===== src/sv/lru_key_value_cache_assert.svh =====
// ---------------------------------------------------------------------------
// LRU key/value cache assertion macros
// Concurrent check macros for the cache; empty when built for synthesis.
// ---------------------------------------------------------------------------
`ifndef LRU_KEY_VALUE_CACHE_ASSERT_SVH
`define LRU_KEY_VALUE_CACHE_ASSERT_SVH

`ifndef SYNTHESIS
// Check prop at every rising edge outside reset.
`define LKVC_ASSERT(lbl, ck, rstn, prop, msg) \
  lbl: assert property (@(posedge ck) disable iff (!(rstn)) prop) else $error(msg);
// Check prop at every rising edge, reset included.
`define LKVC_ASSERT_ALWAYS(lbl, ck, prop, msg) \
  lbl: assert property (@(posedge ck) prop) else $error(msg);
`else
`define LKVC_ASSERT(lbl, ck, rstn, prop, msg)
`define LKVC_ASSERT_ALWAYS(lbl, ck, prop, msg)
`endif

`endif


===== src/sv/lkvc_pkg.sv =====
// ---------------------------------------------------------------------------
// LRU key/value cache package
// Shared widths, command codes and the lookup status type.
// ---------------------------------------------------------------------------
package lkvc_pkg;

  localparam int CAPACITY_DEF = 16;
  localparam int DATA_W       = 32;
  localparam int CAP_W        = 5;
  localparam logic [CAP_W-1:0] CAP_RESET = 5'd16;

  localparam logic CMD_GET = 1'b0;
  localparam logic CMD_PUT = 1'b1;

  // Summary of one associative lookup
  typedef struct packed {
    logic hit;       // key present in a valid entry
    logic free_any;  // at least one entry not in use
    logic lru_any;   // a valid entry holds the oldest rank
  } match_stat_t;

endpackage


===== src/sv/lru_key_value_cache.sv =====
// ---------------------------------------------------------------------------
// LRU key/value cache
// Fully associative get/put cache with least-recently-used replacement.
// ---------------------------------------------------------------------------
//
//  channel | ports                                         | beat
//  --------+-----------------------------------------------+---------------------
//  in      | in_valid in_stall in_command in_key in_value  | one get or put
//  out     | out_valid out_stall out_hit out_read_value    | one result per get
//  cfg     | cfg_wen cfg_wdata                             | capacity_in_use write
//
//  An input beat lands in the stage register; the lookup, rank update and
//  write-back then complete from the stage register into the contents and
//  the result register, and a new beat is taken every cycle unless the
//  input is stalled. The rate is set by the single-pass compare and rank
//  update across all entries. Reset clears the valid marks and the fill
//  count and sets the limit to 16. A get waits in the stage register only
//  while the result register is full and stalled; puts never wait.
//
module lru_key_value_cache #(
  parameter int CAPACITY = lkvc_pkg::CAPACITY_DEF
) (
  input  logic                               clk,
  input  logic                               rst_n,
  input  logic                               in_valid,
  output logic                               in_stall,
  input  logic                               in_command,
  input  logic signed [lkvc_pkg::DATA_W-1:0] in_key,
  input  logic signed [lkvc_pkg::DATA_W-1:0] in_value,
  output logic                               out_valid,
  input  logic                               out_stall,
  output logic                               out_hit,
  output logic signed [lkvc_pkg::DATA_W-1:0] out_read_value,
  input  logic                               cfg_wen,
  input  logic [lkvc_pkg::CAP_W-1:0]         cfg_wdata
);

`include "lru_key_value_cache_assert.svh"

  localparam int DW     = lkvc_pkg::DATA_W;
  localparam int CW     = lkvc_pkg::CAP_W;
  localparam int RANK_W = (CAPACITY > 1) ? $clog2(CAPACITY) : 1;
  localparam int USED_W = $clog2(CAPACITY + 1);
  localparam int LIM_W  = (USED_W > CW) ? USED_W : CW;

  // configuration
  logic [CW-1:0] cap_r;

  // stage register
  logic          stg_valid_r;
  logic          stg_cmd_r;
  logic [DW-1:0] stg_key_r;
  logic [DW-1:0] stg_value_r;

  // cache contents
  logic [DW-1:0]     keys_r   [CAPACITY];
  logic [DW-1:0]     values_r [CAPACITY];
  logic [RANK_W-1:0] ranks_r  [CAPACITY];
  logic [CAPACITY-1:0] valid_r, valid_nxt;
  logic [USED_W-1:0]   used_r, used_nxt;

  // result register
  logic          out_valid_r;
  logic          out_hit_r;
  logic [DW-1:0] out_value_r;

  // lookup
  logic [CAPACITY-1:0]   hit_oh, free_oh, lru_oh, tgt_oh;
  lkvc_pkg::match_stat_t stat;
  logic [RANK_W-1:0]     lru_rank;
  logic [RANK_W-1:0]     hit_rank;
  logic [DW-1:0]         hit_value;
  logic [LIM_W-1:0]      eff_lim;
  logic [USED_W-1:0]     old_rank;
  logic                  do_fill, do_evict, do_promote;
  logic                  out_free, stg_fire, in_take;
  logic [RANK_W-1:0]     ranks_nxt [CAPACITY];

  // ------------------------------------------------------------ handshake
  // A put always drains; a get needs room in the result register.
  assign out_free = !out_valid_r || !out_stall;
  assign stg_fire = stg_valid_r && ((stg_cmd_r == lkvc_pkg::CMD_PUT) || out_free);
  assign in_stall = stg_valid_r && !stg_fire;
  assign in_take  = in_valid && !in_stall;

  // ------------------------------------------------------------ lookup
  // The oldest valid entry always carries rank used-1.
  assign lru_rank = RANK_W'(used_r - 1'b1);

  lkvc_match #(
    .CAPACITY (CAPACITY),
    .RANK_W   (RANK_W)
  ) u_match (
    .key      (stg_key_r),
    .keys     (keys_r),
    .valid    (valid_r),
    .ranks    (ranks_r),
    .lru_rank (lru_rank),
    .hit_oh   (hit_oh),
    .free_oh  (free_oh),
    .lru_oh   (lru_oh),
    .stat     (stat)
  );

  // Gather rank and value of the hitting entry (at most one).
  always_comb begin
    hit_rank  = '0;
    hit_value = '0;
    for (int i = 0; i < CAPACITY; i++) begin
      if (hit_oh[i]) begin
        hit_rank  = hit_rank  | ranks_r[i];
        hit_value = hit_value | values_r[i];
      end
    end
  end

  // Limit of zero acts as one; above the entry count it saturates.
  always_comb begin
    if (cap_r == '0) begin
      eff_lim = LIM_W'(1);
    end else if (LIM_W'(cap_r) > LIM_W'(CAPACITY)) begin
      eff_lim = LIM_W'(CAPACITY);
    end else begin
      eff_lim = LIM_W'(cap_r);
    end
  end

  // ------------------------------------------------------------ update
  always_comb begin
    do_fill    = 1'b0;
    do_evict   = 1'b0;
    do_promote = 1'b0;
    tgt_oh     = '0;
    old_rank   = '0;
    valid_nxt  = valid_r;
    used_nxt   = used_r;

    if (stg_fire) begin
      if (stat.hit) begin
        // get hit or put update: refresh the hitting entry
        do_promote = 1'b1;
        tgt_oh     = hit_oh;
        old_rank   = USED_W'(hit_rank);
      end else if (stg_cmd_r == lkvc_pkg::CMD_PUT) begin
        if ((LIM_W'(used_r) < eff_lim) && stat.free_any) begin
          do_fill    = 1'b1;
          do_promote = 1'b1;
          tgt_oh     = free_oh;
          old_rank   = used_r;      // every valid entry ages
          valid_nxt  = valid_r | free_oh;
          used_nxt   = USED_W'(used_r + 1'b1);
        end else if (stat.lru_any) begin
          do_evict   = 1'b1;
          do_promote = 1'b1;
          tgt_oh     = lru_oh;
          old_rank   = USED_W'(lru_rank);
        end
      end
    end

    for (int i = 0; i < CAPACITY; i++) begin
      ranks_nxt[i] = ranks_r[i];
      if (do_promote) begin
        if (tgt_oh[i]) begin
          ranks_nxt[i] = '0;
        end else if (valid_r[i] && (USED_W'(ranks_r[i]) < old_rank)) begin
          ranks_nxt[i] = RANK_W'(ranks_r[i] + 1'b1);
        end
      end
    end
  end

  // ------------------------------------------------------------ registers
  always_ff @(posedge clk) begin
    if (!rst_n) begin
      cap_r       <= lkvc_pkg::CAP_RESET;
      stg_valid_r <= 1'b0;
      valid_r     <= '0;
      used_r      <= '0;
      out_valid_r <= 1'b0;
    end else begin
      if (cfg_wen) begin
        cap_r <= cfg_wdata;
      end
      // advance the stage when it drains, hold it otherwise
      if (in_take) begin
        stg_valid_r <= 1'b1;
      end else if (stg_fire) begin
        stg_valid_r <= 1'b0;
      end
      valid_r <= valid_nxt;
      used_r  <= used_nxt;
      if (stg_fire && (stg_cmd_r == lkvc_pkg::CMD_GET)) begin
        out_valid_r <= 1'b1;
      end else if (!out_stall) begin
        out_valid_r <= 1'b0;
      end
    end
  end

  // payload: no reset
  always_ff @(posedge clk) begin
    if (in_take) begin
      stg_cmd_r   <= in_command;
      stg_key_r   <= in_key;
      stg_value_r <= in_value;
    end
    if (stg_fire && (stg_cmd_r == lkvc_pkg::CMD_GET)) begin
      out_hit_r   <= stat.hit;
      out_value_r <= stat.hit ? hit_value : '0;
    end
    for (int i = 0; i < CAPACITY; i++) begin
      ranks_r[i] <= ranks_nxt[i];
      if (stg_fire && (stg_cmd_r == lkvc_pkg::CMD_PUT) && tgt_oh[i]) begin
        values_r[i] <= stg_value_r;
        if (do_fill || do_evict) begin
          keys_r[i] <= stg_key_r;
        end
      end
    end
  end

  assign out_valid      = out_valid_r;
  assign out_hit        = out_hit_r;
  assign out_read_value = out_value_r;

  // ------------------------------------------------------------ checks
  `LKVC_ASSERT(a_used_matches_valid, clk, rst_n, $countones(valid_r) == used_r, "fill count differs from valid marks")
  `LKVC_ASSERT(a_used_in_range, clk, rst_n, used_r <= USED_W'(CAPACITY), "fill count above capacity")
  `LKVC_ASSERT(a_put_no_beat, clk, rst_n, (stg_fire && (stg_cmd_r == lkvc_pkg::CMD_PUT) && !(out_valid_r && out_stall)) |=> !out_valid_r, "put produced a result beat")
  `LKVC_ASSERT(a_stall_needs_stage, clk, rst_n, in_stall |-> (stg_valid_r && (stg_cmd_r == lkvc_pkg::CMD_GET) && out_valid_r && out_stall), "input stalled without a blocked get")

endmodule


===== src/sv/lkvc_match.sv =====
// ---------------------------------------------------------------------------
// LRU key/value cache lookup
// Parallel key compare, first free entry and oldest entry, as one-hot vectors.
// ---------------------------------------------------------------------------
module lkvc_match #(
  parameter int CAPACITY = lkvc_pkg::CAPACITY_DEF,
  parameter int RANK_W   = (CAPACITY > 1) ? $clog2(CAPACITY) : 1
) (
  input  logic [lkvc_pkg::DATA_W-1:0] key,
  input  logic [lkvc_pkg::DATA_W-1:0] keys [CAPACITY],
  input  logic [CAPACITY-1:0]         valid,
  input  logic [RANK_W-1:0]           ranks [CAPACITY],
  input  logic [RANK_W-1:0]           lru_rank,
  output logic [CAPACITY-1:0]         hit_oh,
  output logic [CAPACITY-1:0]         free_oh,
  output logic [CAPACITY-1:0]         lru_oh,
  output lkvc_pkg::match_stat_t       stat
);

  logic [CAPACITY:0] free_seen;

  always_comb begin
    free_seen[0] = 1'b0;
    for (int i = 0; i < CAPACITY; i++) begin
      hit_oh[i]       = valid[i] && (keys[i] == key);
      lru_oh[i]       = valid[i] && (ranks[i] == lru_rank);
      // first free entry wins
      free_oh[i]      = !valid[i] && !free_seen[i];
      free_seen[i+1]  = free_seen[i] || !valid[i];
    end
    stat.hit      = |hit_oh;
    stat.free_any = free_seen[CAPACITY];
    stat.lru_any  = |lru_oh;
  end

endmodule

===== config.mk =====
export PLATFORM = sky130hd
export DESIGN_NAME = lru_key_value_cache
export DESIGN_NICKNAME = d
export VERILOG_FILES = /design/src/sv/lkvc_pkg.sv /design/src/sv/lru_key_value_cache.sv /design/src/sv/lkvc_match.sv
export VERILOG_INCLUDE_DIRS = /design/src /design/src/sv
export SDC_FILE = /design/constraint.sdc
export NUM_CORES = 2
export LEC_CHECK = 0
export ABC_AREA = 0
export BUFFER_PORTS_ARGS = -buffer_cell sky130_fd_sc_hd__buf_2
export CAP_MARGIN = 20
export CORE_ASPECT_RATIO = 0.5
export CORE_MARGIN = 3
export CORE_UTILIZATION = 55
export CTS_CLUSTER_DIAMETER = 80
export DETAILED_ROUTE_END_ITERATION = 7
export GPL_ROUTABILITY_DRIVEN = 0
export PLACE_DENSITY = 0.71
export SLEW_MARGIN = 0
export SYNTH_ARGS = -nofsm -noshare
export SYNTH_HDL_FRONTEND = slang
export SYNTH_HIERARCHICAL = 1
export SYNTH_SLANG_ARGS = --single-unit

===== constraint.sdc =====
create_clock -name clk -period 6 [get_ports clk]
set_input_delay 0.3 -clock clk [delete_from_list [all_inputs] [get_ports clk]]
set_output_delay 0.3 -clock clk [all_outputs]
set_load 0.01 [all_outputs]

==> results by group <==
Worst setup path
  • Worst Path Arrival: 6.01 ns
  • FF-to-FF setup slack: 0.31 ns
  • Worst EP required: 6.33 ns
  • CP max FO: 15
  • Reg2Reg Capture Point: ranks_r[4]
  • Cell family with most CP delay: simple AND/OR/NAND/NOR gates
  • Reg2Reg Launch Point: stg_key_r[14]
  • Max incr delay on CP: 0.86 ns
  • Worst path buffer plus inverter count: 2
  • CP cell instances: buf_4, xor2_1, nor4_1, nand3_1, nor3_4, nor4_1, nand4_1, nor2_1, a22oi_1, buf_4, ha_1, and3_1, o2111a_1, o31ai_1
  • Worst Setup Path Type: flop to flop
  • Depth of the worst register-to-register path: 14
  • Crit. End Element: flop
  • Startpoint types: flop
  • CP max stage cell: edfxtp_1

Placed design
  • Inst Count DP: 4445
  • PortBufs: 109
  • HPWL Detailed: 74810 um

Clock network
  • Hold-fix buffers, CTS: 78
  • # resized after CTS: 0
  • Clk Latency, worst-skew pair: 0.72 ns
  • CTS Buf Count: 100
  • Htree depth: 3
  • CTS tree: yes
  • Clock transition at path regs: 0.09 ns
  • Clock tree buffer depth: 3
  • CTS root buffer: clkbuf_16
  • Clock sink count: 1214
  • Post-CTS Setup Bufs: 0

Worst hold path
  • Worst Hold Class: input port to flop
  • Hold wc startpoint: rst_n
  • Hold path cells: 2
  • Hold Path End: valid_r[13]

Cells and area
  • Area growth syn-to-layout: 13.15%
  • Fraction of layout cells with a size suffix above 1: 13.65%
  • Antenna cells: 0
  • Nets: 3546
  • Non-Filler Instances: 4711
  • Filler cell count: 6267

Timing
  • Final period demand of the worst path: 5.685 ns
  • Hold WS: 0.06797 ns
  • Clock Skew: 0.04239 ns
  • Fin. max-slew vios: 0
  • Fin crit share: 94.75%
  • TNS Setup: 0 ns
  • Final number of setup-violating endpoints: 0
  • Fmax: 175.9 MHz
  • RSZ-0062 raised after global routing: false
  • Slew margin rel.: 17.07%
  • Final Hold Fails: 0
  • Slew @ Worst Pin: 1.220 ns

Routing
  • # DRC: 0
  • Total number of vias: 29273
  • Via/cell ratio: 6.214
  • Post-route ant nets: 0
  • Final wirelength: 130200 um
  • Drt pass-1 iters: 6
  • Iteration-0 DRC count of the detailed router: 3580
  • Routed length per instance: 27.65 um

Floorplan
  • Initial Utilization: 56.35%
  • Die Y: 220.4 um
  • Ports placed on the boundary: 110
  • Die width: 434.7 um
  • Core Area: 89690 sq um
  • Num rows: 77
  • Die Area: 95790 sq um

Power and ir drop
  • Clk pwr share: 39.2%
  • Logic pwr share: 3.5%
  • Internal: 13010 uW
  • Leak: 0.01929 uW
  • Sequential share of power: 57.4%
  • Maximum vdd ir drop: 0.2166 mV
  • Switching power: 3439 uW
  • PwrDens: 287.6 nW/um^2
  • Sw Ratio: 20.91%

GRT
  • Antenna violations before repair: 0
  • First-pass GRT wire length: 192200 um
  • GRT Resource Usage Total: 27.18%
  • Grt ovf: 0
  • Largest net degree at the start of global routing: 51
  • Vias in the first global route: 29048

Outcome
  • Status: finished, final reports clean

Synth
  • Cell count after synthesis: 3124
  • Synth Area per Inst: 16.18 sq um
  • Post-synth top flop: edfxtp_1
  • Yosys warning count: 6
  • Number of synthesized flops with an enable pin: 1186
  • Post-synth design cell area: 50540 sq um
  • Post-synth ARST share: 0%
  • Cell variety after synth: 52
  • Post-synth net total: 3269
  • Register area share after synthesis: 71.57%
  • Yosys reg bits: 1214

Flow run
  • Max Cap Viol: 0
## through the flow
stage / setup slack (ns) / total power [uW] / area, sq um / util, %
6_report: 0.3150 / 16450 / 57190 / 63.76
5_1_grt: 0.1281 / 16940 / 57190 / 63.76
4_1_cts: 0.4156 / 16550 / 57190 / 63.76
3_5_place_dp: 0.4556 / 10150 / 53240 / 59.36
3_3_place_gp: 0.5890 / 10130 / 53240 / 59.36
2_1_floorplan: 1.115 / 9924 / 50540 / -
## area by class of cell
type	count	area (sq um)	area share, %
Sequential cell	1214	36170	63.26
Multi-Input combinational cell	1734	13470	23.55
Timing Repair Buffer	341	2808	4.910
Clock buffer	118	2591	4.531
Tap cell	1224	1531	2.678
Clock inverter	70	574.3	1.004
Inverter	10	37.54	0.06564
## cells in the mapped netlist (2+ instances only)
cell	instances	area, sq um
a22o_1	54	473.0
buf_12	3	60.06
nor3b_1	6	45.04
nand2_1	47	176.4
o21ai_1	8	40.04
a21o_1	16	120.1
buf_1	26	97.59
o21ai_0	28	140.1
buf_4	9	67.56
buf_2	22	110.1
nor2b_1	25	156.4
mux2i_1	20	200.2
a21oi_1	36	180.2
nor3_1	20	100.1
and2_1	46	287.8
ha_1	70	875.8
buf_8	5	75.07
and3_1	18	112.6
inv_1	10	37.54
clkbuf_1	59	221.5
a22oi_1	182	1366
nor2_1	82	307.8
and4_1	2	17.52
xor2_1	559	4896
nor3_2	17	170.2
nand3_1	90	450.4
o2111a_1	16	180.2
o31ai_1	6	45.04
buf_6	42	473.0
a221oi_1	54	473.0
nand3b_1	16	120.1
o21a_1	49	367.9
edfxtp_1	1186	35610
dfxtp_1	28	560.5
xnor2_1	55	481.7
o31ai_2	10	125.1
nor4_1	134	838.3
nand4_1	54	337.8
## state kept, by name, indices dropped and copies added (netlist names)
name	cells
stg_key_r	32
keys_r	512
stg_value_r	32
out_valid	1
values_r	512
out_read_value	32
cap_r	5
used_r	5
out_hit	1
valid_r	16
ranks_r	64
stg_valid_r	1
stg_cmd_r	1
## cells by family (layout without fill, tap and decap cells)
kind of cell | count (synthesis) | after routing | share of synthesized area (%)
multiplexers | 21 | 21 | 0.4233
XOR/XNOR | 614 | 614 | 10.64
adder cells (fa/ha/maj) | 70 | 70 | 1.733
AND/OR/NAND/NOR | 564 | 564 | 6.310
buffers and inverters | 176 | 539 | 2.260
flip-flops | 1214 | 1214 | 71.57
AO/OA/AOI/OAI | 465 | 465 | 7.058
## cells in the final DEF, fill, tap and decap left out, types with 24 or more instances in the layout
master / n
xor2_1: 557
dlygate4sd3_1: 78
nor4_1: 134
a22o_1: 54
o21ai_0: 28
buf_2: 109
and2_1: 36
nor2_1: 60
nor2b_1: 24
xnor2_1: 55
a221oi_1: 54
clkbuf_16: 101
nand4_1: 54
edfxtp_1: 1186
nand3_1: 90
a22oi_1: 182
a21oi_1: 35
o21a_1: 49
buf_4: 128
buf_12: 26
ha_1: 70
dfxtp_1: 28
clkinv_1: 28
nand2_1: 47
## power by group through the flow
stage	Combinational, uW	Clock, uW	Sequential, uW
after floorplan	331	0	9590
after global placement	523	0	9610
after detailed placement	529	0	9620
after CTS	572	6550	9430
after global routing	614	6890	9440
final	574	6440	9430
## worst register-to-register path, cell delays in order, from the launching register on
cell and delay, ns:
edfxtp_1 0.86, buf_4 0.44, xor2_1 0.14, nor4_1 0.34
nand3_1 0.22, nor3_4 0.49, nor4_1 0.14, nand4_1 0.30
nor2_1 0.14, a22oi_1 0.76, buf_4 0.35, ha_1 0.26
and3_1 0.18, o2111a_1 0.13, o31ai_1 0.58
## how the worst max path moves through the flow
stage,slack (ns),from,to,cells after the start
final,0.31,stg_key_r[14],ranks_r[4],14
after CTS,0.42,stg_key_r[14],ranks_r[4],14
after floorplan,1.11,stg_key_r[24],ranks_r[16],19
after global placement,0.59,stg_key_r[14],ranks_r[11],14
after global routing,0.13,stg_key_r[14],ranks_r[8],14
after detailed placement,0.46,stg_key_r[14],ranks_r[8],14
## metal layers
metal	vias to the layer above	track usage, %	routed length (um)
met5	-	0	0
met4	0	7.298	3085
met3	217	4.890	11280
met2	1483	43.07	60120
met1	14975	39.30	55770
li1	12598	-	-
(Power assumes the default switching activity.)
